$ cat src/rtl/thse_pkg.sv
`timescale 1ns / 1ps

package thse_pkg;

  // Fraction bits of the coordinates and of every result.
  localparam int FRAC_BITS = 16;

  // Field widths.
  localparam int CW   = 18;   // one coordinate
  localparam int NW   = 4;    // node number
  localparam int OW   = 24;   // one result word
  localparam int ORDW = 2;    // order register

  localparam int IN_TDATA_W  = ((3 * CW + 7) / 8) * 8;
  localparam int OUT_TDATA_W = ((NW + 4 * OW + 7) / 8) * 8;

  // Doubled barycentric coordinate, exact.
  localparam int LW  = ((FRAC_BITS + 2 > CW) ? FRAC_BITS + 2 : CW) + 2;
  localparam int PW  = 2 * LW;                    // li*lj
  localparam int PRW = PW + 1 - (FRAC_BITS + 2);  // li*lj after rounding
  localparam int SW  = LW + 1;                    // li*dlj + dli*lj

  // Edge scale -2*sqrt(3/2) with 20 fraction bits.
  localparam int C0_FIXED = -2568476;
  localparam int C0_FRAC  = 20;
  localparam int C0W      = 23;
  localparam int GMW      = C0W + SW;
  localparam int VMW      = C0W + PRW;

  // Working width for rounding and clipping.
  localparam int SATW = 64;

  localparam logic signed [C0W-1:0]  C0_S  = C0W'(C0_FIXED);
  localparam logic signed [LW-1:0]   ONE_L = LW'(1) << FRAC_BITS;
  localparam logic signed [SATW-1:0] HALF  = SATW'(1) << (FRAC_BITS - 1);
  localparam logic signed [SATW-1:0] RND_P = SATW'(1) << (FRAC_BITS + 1);
  localparam logic signed [SATW-1:0] RND_V = SATW'(1) << (C0_FRAC - 1);
  localparam logic signed [SATW-1:0] RND_G = SATW'(1) << (C0_FRAC + 1);
  localparam logic signed [SATW-1:0] OUT_MAX = SATW'((1 << (OW - 1)) - 1);
  localparam logic signed [SATW-1:0] OUT_MIN = -SATW'(1 << (OW - 1));

  // Node numbers.
  localparam logic [NW-1:0] NODE_V0  = 4'd0;
  localparam logic [NW-1:0] NODE_V1  = 4'd1;
  localparam logic [NW-1:0] NODE_V2  = 4'd2;
  localparam logic [NW-1:0] NODE_V3  = 4'd3;
  localparam logic [NW-1:0] NODE_E01 = 4'd4;
  localparam logic [NW-1:0] NODE_E12 = 4'd5;
  localparam logic [NW-1:0] NODE_E20 = 4'd6;
  localparam logic [NW-1:0] NODE_E03 = 4'd7;
  localparam logic [NW-1:0] NODE_E13 = 4'd8;
  localparam logic [NW-1:0] NODE_E23 = 4'd9;

  typedef struct packed {
    logic [NW-1:0]          node;
    logic                   last;
    logic                   is_edge;
    logic signed [LW-1:0]   la;
    logic signed [LW-1:0]   lb;
  } s1_t;

  typedef struct packed {
    logic [NW-1:0]          node;
    logic                   last;
    logic                   is_edge;
    logic signed [PW-1:0]   prod;
    logic [2:0][SW-1:0]     sum;
    logic signed [OW-1:0]   vval;
  } s2_t;

  typedef struct packed {
    logic [NW-1:0]          node;
    logic                   last;
    logic                   is_edge;
    logic signed [PRW-1:0]  prnd;
    logic [2:0][GMW-1:0]    gm;
    logic signed [OW-1:0]   vval;
  } s3_t;

  typedef struct packed {
    logic [NW-1:0]          node;
    logic                   last;
    logic                   is_edge;
    logic signed [VMW-1:0]  vm;
    logic [2:0][OW-1:0]     grad;
    logic signed [OW-1:0]   vval;
  } s4_t;

  typedef struct packed {
    logic [NW-1:0]          node;
    logic                   last;
    logic signed [OW-1:0]   value;
    logic [2:0][OW-1:0]     grad;
  } res_t;

  function automatic logic signed [OW-1:0] sat_out(input logic signed [SATW-1:0] v);
    logic signed [OW-1:0] r;
    if (v > OUT_MAX) begin
      r = OW'(OUT_MAX);
    end else if (v < OUT_MIN) begin
      r = OW'(OUT_MIN);
    end else begin
      r = OW'(v);
    end
    return r;
  endfunction

  // First vertex of a node; a vertex node is its own vertex.
  function automatic logic [1:0] node_a(input logic [NW-1:0] node);
    logic [1:0] v;
    unique case (node)
      NODE_V0, NODE_E01, NODE_E03: v = 2'd0;
      NODE_V1, NODE_E12, NODE_E13: v = 2'd1;
      NODE_V2, NODE_E20, NODE_E23: v = 2'd2;
      NODE_V3:                     v = 2'd3;
      default:                     v = 2'd0;
    endcase
    return v;
  endfunction

  function automatic logic [1:0] node_b(input logic [NW-1:0] node);
    logic [1:0] v;
    unique case (node)
      NODE_E01:                    v = 2'd1;
      NODE_E12:                    v = 2'd2;
      NODE_E20:                    v = 2'd0;
      NODE_E03, NODE_E13, NODE_E23: v = 2'd3;
      default:                     v = node[1:0];
    endcase
    return v;
  endfunction

  // Gradient of a doubled barycentric coordinate: -1, 0 or +1.
  function automatic logic signed [1:0] grad_coef(input logic [1:0] vtx,
                                                  input logic [1:0] comp);
    logic signed [1:0] k;
    if (vtx == 2'd0) begin
      k = -2'sd1;
    end else if (vtx - 2'd1 == comp) begin
      k = 2'sd1;
    end else begin
      k = 2'sd0;
    end
    return k;
  endfunction

  function automatic logic signed [SW-1:0] scale_term(input logic signed [LW-1:0] l,
                                                      input logic signed [1:0] k);
    logic signed [SW-1:0] r;
    unique case (k)
      2'sd1:   r = SW'(l);
      -2'sd1:  r = -SW'(l);
      default: r = '0;
    endcase
    return r;
  endfunction

endpackage

$ cat src/rtl/tet_hierarchic_shape_eval.sv
`timescale 1ns / 1ps

// Channel   Dir  Handshake                     Content
// s_axis    in   s_axis_tvalid/s_axis_tready   one point (r, s, t)
// m_axis    out  m_axis_tvalid/m_axis_tready   one node result, tlast on the final node
// cfg       in   cfg_valid_i/cfg_ready_o       polynomial order
//
// A point yields one result per cycle while the pipeline is not stalled: 4 at orders 0
// and 1, 10 at orders 2 and 3, from the node sequencer that issues one node per cycle.
// A result passes through five register stages from issue to m_axis; the last stage is
// the output register.
// Reset clears the valid bits, the sequencer and sets the order to 1.
// On an m_axis stall a valid stage holds only if every later stage is valid; s_axis takes
// the next point in the cycle that the current point issues its final node.

module tet_hierarchic_shape_eval
  import thse_pkg::*;
(
  input  logic                   clk_i,
  input  logic                   rst_ni,
  input  logic                   s_axis_tvalid,
  output logic                   s_axis_tready,
  // coord_r, coord_s, coord_t, zero fill
  input  logic [IN_TDATA_W-1:0]  s_axis_tdata,
  output logic                   m_axis_tvalid,
  input  logic                   m_axis_tready,
  // node_index, shape_value, grad_r, grad_s, grad_t, zero fill
  output logic [OUT_TDATA_W-1:0] m_axis_tdata,
  output logic                   m_axis_tlast,
  input  logic                   cfg_valid_i,
  output logic                   cfg_ready_o,
  input  logic [ORDW-1:0]        cfg_data_i
);

  logic [ORDW-1:0] order_q;

  // Sequencer
  logic                  busy_q, busy_d;
  logic [NW-1:0]         node_q, node_d;
  logic                  edges_q, edges_d;
  logic signed [CW-1:0]  r_q, s_q, t_q;
  logic                  seq_last, issue, in_acc;

  // Pipeline
  logic v1_q, v2_q, v3_q, v4_q, v5_q;
  logic rdy1, rdy2, rdy3, rdy4, rdy5;
  s1_t  s1_q, s1_d;
  s2_t  s2_q, s2_d;
  s3_t  s3_q, s3_d;
  s4_t  s4_q, s4_d;
  res_t o_q, o_d;

  logic signed [LW-1:0]   lbar [4];
  logic [1:0]             va2, vb2;
  logic signed [SATW-1:0] vtmp, ptmp, mtmp;
  logic signed [SATW-1:0] gtmp [3];
  logic signed [1:0]      k5;

  assign cfg_ready_o = 1'b1;

  always_ff @(posedge clk_i or negedge rst_ni) begin
    if (!rst_ni) begin
      order_q <= ORDW'(1);
    end else if (cfg_valid_i) begin
      order_q <= cfg_data_i;
    end
  end

  assign rdy5 = !v5_q || m_axis_tready;
  assign rdy4 = !v4_q || rdy5;
  assign rdy3 = !v3_q || rdy4;
  assign rdy2 = !v2_q || rdy3;
  assign rdy1 = !v1_q || rdy2;

  assign seq_last      = edges_q ? (node_q == NODE_E23) : (node_q == NODE_V3);
  assign issue         = busy_q && rdy1;
  assign s_axis_tready = !busy_q || (issue && seq_last);
  assign in_acc        = s_axis_tvalid && s_axis_tready;

  always_comb begin
    busy_d  = busy_q;
    node_d  = node_q;
    edges_d = edges_q;
    if (issue) begin
      if (seq_last) begin
        busy_d = 1'b0;
      end else begin
        node_d = node_q + NW'(1);
      end
    end
    if (in_acc) begin
      busy_d  = 1'b1;
      node_d  = NODE_V0;
      // Orders 2 and 3 both add the edge nodes.
      edges_d = order_q[1];
    end
  end

  always_ff @(posedge clk_i or negedge rst_ni) begin
    if (!rst_ni) begin
      busy_q  <= 1'b0;
      node_q  <= NODE_V0;
      edges_q <= 1'b0;
    end else begin
      busy_q  <= busy_d;
      node_q  <= node_d;
      edges_q <= edges_d;
    end
  end

  always_ff @(posedge clk_i) begin
    if (in_acc) begin
      r_q <= s_axis_tdata[CW-1:0];
      s_q <= s_axis_tdata[2*CW-1:CW];
      t_q <= s_axis_tdata[3*CW-1:2*CW];
    end
  end

  // Stage 1: doubled barycentric coordinates of the node's two vertices.
  always_comb begin
    lbar[1] = LW'(r_q) + ONE_L;
    lbar[2] = LW'(s_q) + ONE_L;
    lbar[3] = LW'(t_q) + ONE_L;
    lbar[0] = -(LW'(r_q) + LW'(s_q) + LW'(t_q) + ONE_L);
    s1_d.node    = node_q;
    s1_d.last    = seq_last;
    s1_d.is_edge = edges_q && (node_q >= NODE_E01);
    s1_d.la      = lbar[node_a(node_q)];
    s1_d.lb      = lbar[node_b(node_q)];
  end

  // Stage 2: li*lj, gradient sums and the vertex value.
  always_comb begin
    va2 = node_a(s1_q.node);
    vb2 = node_b(s1_q.node);
    s2_d.node    = s1_q.node;
    s2_d.last    = s1_q.last;
    s2_d.is_edge = s1_q.is_edge;
    s2_d.prod    = PW'(s1_q.la) * PW'(s1_q.lb);
    for (int c = 0; c < 3; c++) begin
      s2_d.sum[c] = scale_term(s1_q.la, grad_coef(vb2, 2'(c)))
                  + scale_term(s1_q.lb, grad_coef(va2, 2'(c)));
    end
    vtmp      = SATW'(s1_q.la) + SATW'(1);
    s2_d.vval = sat_out(vtmp >>> 1);
  end

  // Stage 3: round li*lj, scale the gradient sums.
  always_comb begin
    s3_d.node    = s2_q.node;
    s3_d.last    = s2_q.last;
    s3_d.is_edge = s2_q.is_edge;
    s3_d.vval    = s2_q.vval;
    ptmp         = SATW'(s2_q.prod) + RND_P;
    s3_d.prnd    = PRW'(ptmp >>> (FRAC_BITS + 2));
    for (int c = 0; c < 3; c++) begin
      s3_d.gm[c] = GMW'(C0_S) * GMW'($signed(s2_q.sum[c]));
    end
  end

  // Stage 4: scale the value, round and clip the gradients.
  always_comb begin
    s4_d.node    = s3_q.node;
    s4_d.last    = s3_q.last;
    s4_d.is_edge = s3_q.is_edge;
    s4_d.vval    = s3_q.vval;
    s4_d.vm      = VMW'(C0_S) * VMW'(s3_q.prnd);
    for (int c = 0; c < 3; c++) begin
      gtmp[c]      = SATW'($signed(s3_q.gm[c])) + RND_G;
      s4_d.grad[c] = sat_out(gtmp[c] >>> (C0_FRAC + 2));
    end
  end

  // Stage 5: round the edge value and pick the vertex or edge result.
  always_comb begin
    mtmp       = SATW'(s4_q.vm) + RND_V;
    o_d.node   = s4_q.node;
    o_d.last   = s4_q.last;
    k5         = 2'sd0;
    if (s4_q.is_edge) begin
      o_d.value = sat_out(mtmp >>> C0_FRAC);
      o_d.grad  = s4_q.grad;
    end else begin
      o_d.value = s4_q.vval;
      for (int c = 0; c < 3; c++) begin
        k5 = grad_coef(s4_q.node[1:0], 2'(c));
        unique case (k5)
          2'sd1:   o_d.grad[c] = sat_out(HALF);
          -2'sd1:  o_d.grad[c] = sat_out(-HALF);
          default: o_d.grad[c] = '0;
        endcase
      end
    end
  end

  always_ff @(posedge clk_i or negedge rst_ni) begin
    if (!rst_ni) begin
      v1_q <= 1'b0;
      v2_q <= 1'b0;
      v3_q <= 1'b0;
      v4_q <= 1'b0;
      v5_q <= 1'b0;
    end else begin
      if (rdy1) v1_q <= busy_q;
      if (rdy2) v2_q <= v1_q;
      if (rdy3) v3_q <= v2_q;
      if (rdy4) v4_q <= v3_q;
      if (rdy5) v5_q <= v4_q;
    end
  end

  always_ff @(posedge clk_i) begin
    if (rdy1) s1_q <= s1_d;
    if (rdy2) s2_q <= s2_d;
    if (rdy3) s3_q <= s3_d;
    if (rdy4) s4_q <= s4_d;
    if (rdy5) o_q  <= o_d;
  end

  assign m_axis_tvalid = v5_q;
  assign m_axis_tlast  = o_q.last;
  assign m_axis_tdata  = {(OUT_TDATA_W - NW - 4 * OW)'(0),
                          o_q.grad[2], o_q.grad[1], o_q.grad[0],
                          o_q.value, o_q.node};

endmodule

$ cat config.mk
export PLATFORM = sky130hd
export DESIGN_NAME = tet_hierarchic_shape_eval
export DESIGN_NICKNAME = d
export VERILOG_FILES = /design/src/rtl/thse_pkg.sv /design/src/rtl/tet_hierarchic_shape_eval.sv
export SDC_FILE = /design/constraint.sdc
export NUM_CORES = 2
export LEC_CHECK = 0
export BUFFER_PORTS_ARGS = -buffer_cell sky130_fd_sc_hd__buf_2
export CAP_MARGIN = 15
export CELL_PAD_IN_SITES_DETAIL_PLACEMENT = 0
export CELL_PAD_IN_SITES_GLOBAL_PLACEMENT = 1
export CORE_ASPECT_RATIO = 0.9
export CORE_UTILIZATION = 45
export DETAILED_ROUTE_END_ITERATION = 7
export GPL_TIMING_DRIVEN = 0
export PLACE_DENSITY_LB_ADDON = 0.05
export SYNTH_ARGS = -nofsm -noshare
export SYNTH_HDL_FRONTEND = slang
export SYNTH_SLANG_ARGS = --single-unit
$ cat constraint.sdc
create_clock -name clk_i -period 8.9 [get_ports clk_i]
set_input_delay 2.225 -clock clk_i [delete_from_list [all_inputs] [get_ports clk_i]]
set_output_delay 2.225 -clock clk_i [all_outputs]
set_load 0.01 [all_outputs]
# Word-level counts from Yosys, hierarchy flattened
# Memories as Yosys holds them, arrays and structs flattened. A register that Yosys moved wholly into a read port is not among the register bits.
# Cells that the tools add are included.
dict set report classes {
  addsub 22
  multipliers 5
  div 0
  order_cmp 13
  eq_ne 38
  shifts 0
  muxes 53
  n_bitwise 2
  reduce_logical 28
}
# cell count
set ops {}
lappend ops {{case mux 21 bit (2 select lines)} 6}
lappend ops {{two-way mux 24 bit} 6}
lappend ops {{case mux 24 bit (2 select lines)} 3}
lappend ops {{adder 44 x 23 -> 45 bit, second input constant} 3}
lappend ops {{multiplier 21 x 21 -> 42 bit, first input constant} 3}
lappend ops {{two-way mux 96 bit} 1}
lappend ops {{binary-select mux 20 bit (select 2 bit)} 2}
lappend ops {{two-way mux 20 bit} 4}
lappend ops {{greater-than comparator 23 x 24 -> 1 bit, second input constant} 3}
lappend ops {{< comparator 23 x 24 -> 1 bit, second input constant} 3}
lappend ops {{adder 21 bit} 3}
lappend ops {{adder 18 x 18 -> 19 bit, second input constant} 3}
lappend ops {{adder 46 x 21 -> 47 bit, second input constant} 1}
lappend ops {{multiplier 21 x 23 -> 44 bit, first input constant} 1}
lappend ops {{negator 20 -> 21 bit} 2}
lappend ops {{adder 40 x 19 -> 41 bit, second input constant} 1}
lappend ops {{multiplier 20 x 20 -> 40 bit} 1}
lappend ops {{== test 4 x 3 -> 1 bit, second input constant} 8}
lappend ops {{greater-than comparator 27 x 24 -> 1 bit, second input constant} 1}
lappend ops {{< comparator 27 x 24 -> 1 bit, second input constant} 1}
lappend ops {{== test 2 x 1 -> 1 bit, second input constant} 12}
lappend ops {{== test 2 bit, second input constant} 12}
lappend ops {{greater-than comparator 20 x 24 -> 1 bit, second input constant} 1}
lappend ops {{< comparator 20 x 24 -> 1 bit, second input constant} 1}
lappend ops {{other kinds (24)} 79}
dict set report totals {
  ff_bits 672
  latchBits 0
  ramBits 0
  rom_bits 64
  input_bits 63
  output_inout_bits 108
  word_cells 210
  memories 2
}
# name words word_bits read_ports rd_ports_with_merged_regs wr line_no
set mem_list {}
lappend mem_list {{(name not given)} 16 2 1 1 0 thse_pkg.sv:111} ;# unique case (node)
lappend mem_list {{(name not given)} 16 2 1 0 0 thse_pkg.sv:111}

# Depth between registers and ports, before layout
dict set report depth {
  depth_word 12
  ltp_mapped 27
  depth_no_buf 25
}

# Worst setup path before layout
# No wires, ideal clock.
dict set report synth_timing {
  kind {input-to-reg}
  start {input port m_axis_tready}
  end {register edges_q}
  setup_time_ps 130
  arrival_ps 7283
  required_time_ps 8770
  setup_slack_ps 1487
  cell_stages 8
  path_buffers 1
  cell_sequence {nor2b_1 > and3_1 > and3_1 > clkbuf_1 > inv_1 > nand2_1 > a21oi_1 > mux2_2}
}
dict set report synth_via {
  elab_chain_len 9
}
# element line_no
set synth_rtl {}
lappend synth_rtl {{start, declared} tet_hierarchic_shape_eval.sv:26} ;# input logic m_axis_tready,
lappend synth_rtl {{logical OR 1 bit} tet_hierarchic_shape_eval.sv:69} ;# assign rdy5 = !v5_q || m_axis_tready;
lappend synth_rtl {{logical OR 1 bit} tet_hierarchic_shape_eval.sv:70} ;# assign rdy4 = !v4_q || rdy5;
lappend synth_rtl {{logical OR 1 bit} tet_hierarchic_shape_eval.sv:71} ;# assign rdy3 = !v3_q || rdy4;
lappend synth_rtl {{logical OR 1 bit} tet_hierarchic_shape_eval.sv:72} ;# assign rdy2 = !v2_q || rdy3;
lappend synth_rtl {{logical OR 1 bit} tet_hierarchic_shape_eval.sv:73} ;# assign rdy1 = !v1_q || rdy2;
lappend synth_rtl {{via rdy1} tet_hierarchic_shape_eval.sv:46} ;# logic rdy1, rdy2, rdy3, rdy4, rdy5;
lappend synth_rtl {{logical AND 1 bit} tet_hierarchic_shape_eval.sv:76} ;# assign issue = busy_q && rdy1;
lappend synth_rtl {{logical AND 1 bit} tet_hierarchic_shape_eval.sv:77} ;# assign s_axis_tready = !busy_q || (issue && seq_last);
lappend synth_rtl {{logical OR 1 bit} tet_hierarchic_shape_eval.sv:77}
lappend synth_rtl {{logical AND 1 bit} tet_hierarchic_shape_eval.sv:78} ;# assign in_acc = s_axis_tvalid && s_axis_tready;
lappend synth_rtl {{end signal, assigned} tet_hierarchic_shape_eval.sv:107} ;# edges_q <= edges_d;
lappend synth_rtl {{end, declared} tet_hierarchic_shape_eval.sv:40} ;# logic edges_q, edges_d;
# The timed path passes the listed nets, and every way through them passes these cells.
# A chain may end at the register's enable or synchronous reset.

==> run metrics <==
main flop type after synthesis=edfxtp_1; later-pin clock latency in the skew report=0.69 ns; Critical Path Fanout Max=11; Worst setup EP type=flip-flop; Worst slew margin=0.306; Routed wire per std cell=21.5 um; sequential-to-total area share from yosys stat=0.211; part of the cycle the worst path needs=0.954; Hold Path Depth=0; combinational family with the most area after synthesis=adder cells; endpoints failing hold=0; Slew Limit Fails=0; min cycle time layout=8.49 ns; largest net degree at the start of global routing=90; Vias=53600; Post-synth EDFFs=559; max-capacitance violation count=0; worst path required time=9.33 ns; worst hold path type=reg2reg; DP HPWL=196000 um; CTS Root Cell=clkbuf_16; number of synthesis warnings=0; nets@finish=10500; Worst R2R Start=s1_q[26]$_DFFE_PP_; Remaining DRCs=0; simple-gate area share of the yosys netlist=0.0914; Initial Utilization=0.454; H-tree depth=3; Synth Area in XOR/XNOR=0.0403; Critical Path Source=s1_q[26]$_DFFE_PP_; post-route ant nets=0; GRT Overall Usage=0.257; Layout area overhead=7.86%; most frequent cells in the layout=1981 x inv_1, 1412 x fa_1, 910 x ha_1; R2R depth=27; initial DRC count=3697; share of layout cells above drive strength 1=0.0447; Yosys reg bits=573; Post-Syn Area=81300 um2; Mapped Cells=7845; first-pass GRT wire length=351000 um; Core Area=179000 um2; hold_sp=s3_q[181]$_DFFE_PP_; Setup Buffers After CTS=0; library cells used by synthesis=87; Fin Clk Skew=0.0328 ns; Hold Slack=0.412 ns; status=finished clean; post-route setup slack=0.408 ns; Synth Area in Compound Gates=0.0626; slew at the pin with the worst max-slew slack=1.04 ns; row count=147; vias per inst=5.09; GPL Wtd Cong=0.925; clock tree sinks=573; TritonCTS clock tree=yes; total wire length=227000 um; commonest non-fill, non-tap cell in the layout=inv_1; setup TNS=0 ns; number of port buffers=162; critical path class=reg2reg; Fmax=118 MHz; vias in the first global route=56700; design area=87700 um2; Synth Area per Inst=10.4 um2; Setup WS pre-CTS=-0.237 ns; Cell Area, Placed=85400 um2; io pins=171; Reg2Reg Capture Point=s2_q[126]$_DFFE_PP_; Critical Path Source Type=flip-flop; Die Height=405 um; Finish-stage setup viols=0; Worst Hold Path EP=o_d[97]$_DFFE_PP_; asr flop ratio synth=0.0209; CTS Buf Count=71; TritonRoute pass-1 iters=7; RSZ-0062 raised after global routing=false; gr ovfl total=0; Synth Area in Adders=0.488; Die Wd=450 um; R2R Setup Slk=0.41 ns; Clk pin slew, worst setup/hold paths=0.06 ns; die area=182000 um2; antenna violations before repair=10; mux cell area share after synthesis=0.00445; CP arrival=8.93 ns; Longest Clk Path Bufs=3; hold_buf cts=0
cells in the mapped netlist, drive strengths merged, types with 9 or more instances:
cell	count	area share
fa	1413	0.35
nand4	35	0.0027
and2	276	0.021
a21o	80	0.0074
buf	30	0.0018
nand2	502	0.023
a21oi	267	0.016
nand2b	48	0.0037
dfrtp	12	0.0037
o21bai	15	0.0014
mux2i	26	0.0032
a211oi	45	0.0042
inv	1984	0.092
nand3b	11	0.0010
ha	910	0.14
and3	53	0.0041
o21a	34	0.0031
nor2	276	0.013
a31oi	35	0.0027
edfxtp	559	0.21
nor3	73	0.0048
or3	50	0.0040
or2	17	0.0013
xnor2	260	0.028
xor2	114	0.012
clkbuf	186	0.0086
a21boi	26	0.0024
o211ai	14	0.0013
o2111ai	9	0.00097
o21ai	189	0.012
nor2b	28	0.0022
nand3	114	0.0070
o31ai	21	0.0019
nor4	15	0.0014
metrics by stage:
step                       util  instances
after global routing      0.490      10500
final                     0.490      10500
after CTS                 0.490      10500
after detailed placement  0.477      10400
after floorplan               -       7848
after global placement    0.475      10400
how the worst max path moves through the flow:
stage	to	slack, ns	cells after the start
floorplan	edges_q$_DFFE_PN0P_	1.49	8
global placement	s2_q[126]$_DFFE_PP_	-0.79	25
detailed placement	s2_q[126]$_DFFE_PP_	-0.24	24
CTS	s2_q[126]$_DFFE_PP_	0.03	23
global route	s2_q[126]$_DFFE_PP_	0.04	27
finish	s2_q[126]$_DFFE_PP_	0.41	27
metal layers:
layer	global-route usage	wire (um)	part of all wire	vias to the layer above
li1	-	-	-	25000
met1	0.386	109000	0.48	27200
met2	0.394	100000	0.44	1211
met3	0.0341	11500	0.051	209
met4	0.0588	5400	0.024	2
met5	0	14	0.000062	-
area by class of cell:
| type | instances | area [um2] |
|---|---|---|
| Clock inverter | 47 | 449 |
| Clock buffer | 78 | 1800 |
| Sequential cell | 573 | 17100 |
| Inverter | 1988 | 7470 |
| Antenna cell | 3 | 7.51 |
| Timing Repair Buffer | 174 | 1070 |
| Fill cell | 16800 | 91300 |
| Tap cell | 2384 | 2980 |
| Buffer | 214 | 858 |
| Multi-Input combinational cell | 5071 | 55900 |
timing repair:
action,CTS,global route
setup endpoints to repair,2,5
gates resized for setup,8,27
hold endpoints to repair,0,0
sequential cells by signal, summed over array words and instances, names as in the netlist:
| name | count |
|---|---|
| s2_q | 113 |
| s3_q | 119 |
| m_axis_tvalid | 1 |
| busy_q | 1 |
| t_q | 18 |
| r_q | 18 |
| o_d | 5 |
| order_q | 1 |
| node_q | 4 |
| s_q | 18 |
| v2_q | 1 |
| v4_q | 1 |
| va2 | 2 |
| m_axis_tlast | 1 |
| m_axis_tdata | 100 |
| v1_q | 1 |
| edges_q | 1 |
| s4_q | 121 |
| s1_q | 46 |
| v3_q | 1 |
worst max-delay path, stage by stage (launching register included):
cell and delay, ns:
edfxtp_1 0.53, clkbuf_1 0.42, clkbuf_2 0.45, clkbuf_1 0.47, and2_1 0.22, fa_1 0.44
fa_1 0.52, inv_1 0.05, fa_1 0.48, inv_1 0.05, fa_1 0.45, ha_1 0.31
fa_1 0.49, inv_1 0.05, fa_1 0.47, inv_1 0.04, ha_1 0.28, a21o_1 0.16
a211o_1 0.31, a211oi_1 0.27, buf_4 0.24, nor4_1 0.07, buf_2 0.21, o211ai_1 0.36
a21oi_1 0.15, a2111oi_2 0.47, o21bai_1 0.14, xnor2_1 0.13
cells by family after synthesis:
family	Yosys count
mux	33
flops	573
buf+inv	2204
simple gates	1517
fa+ha+maj	2324
compound gates	818
other cells	2
xor+xnor	374
Power is left out: the tool's default activity adds up to more than one toggle a clock period on the data nets, which glitch-free logic cannot reach.
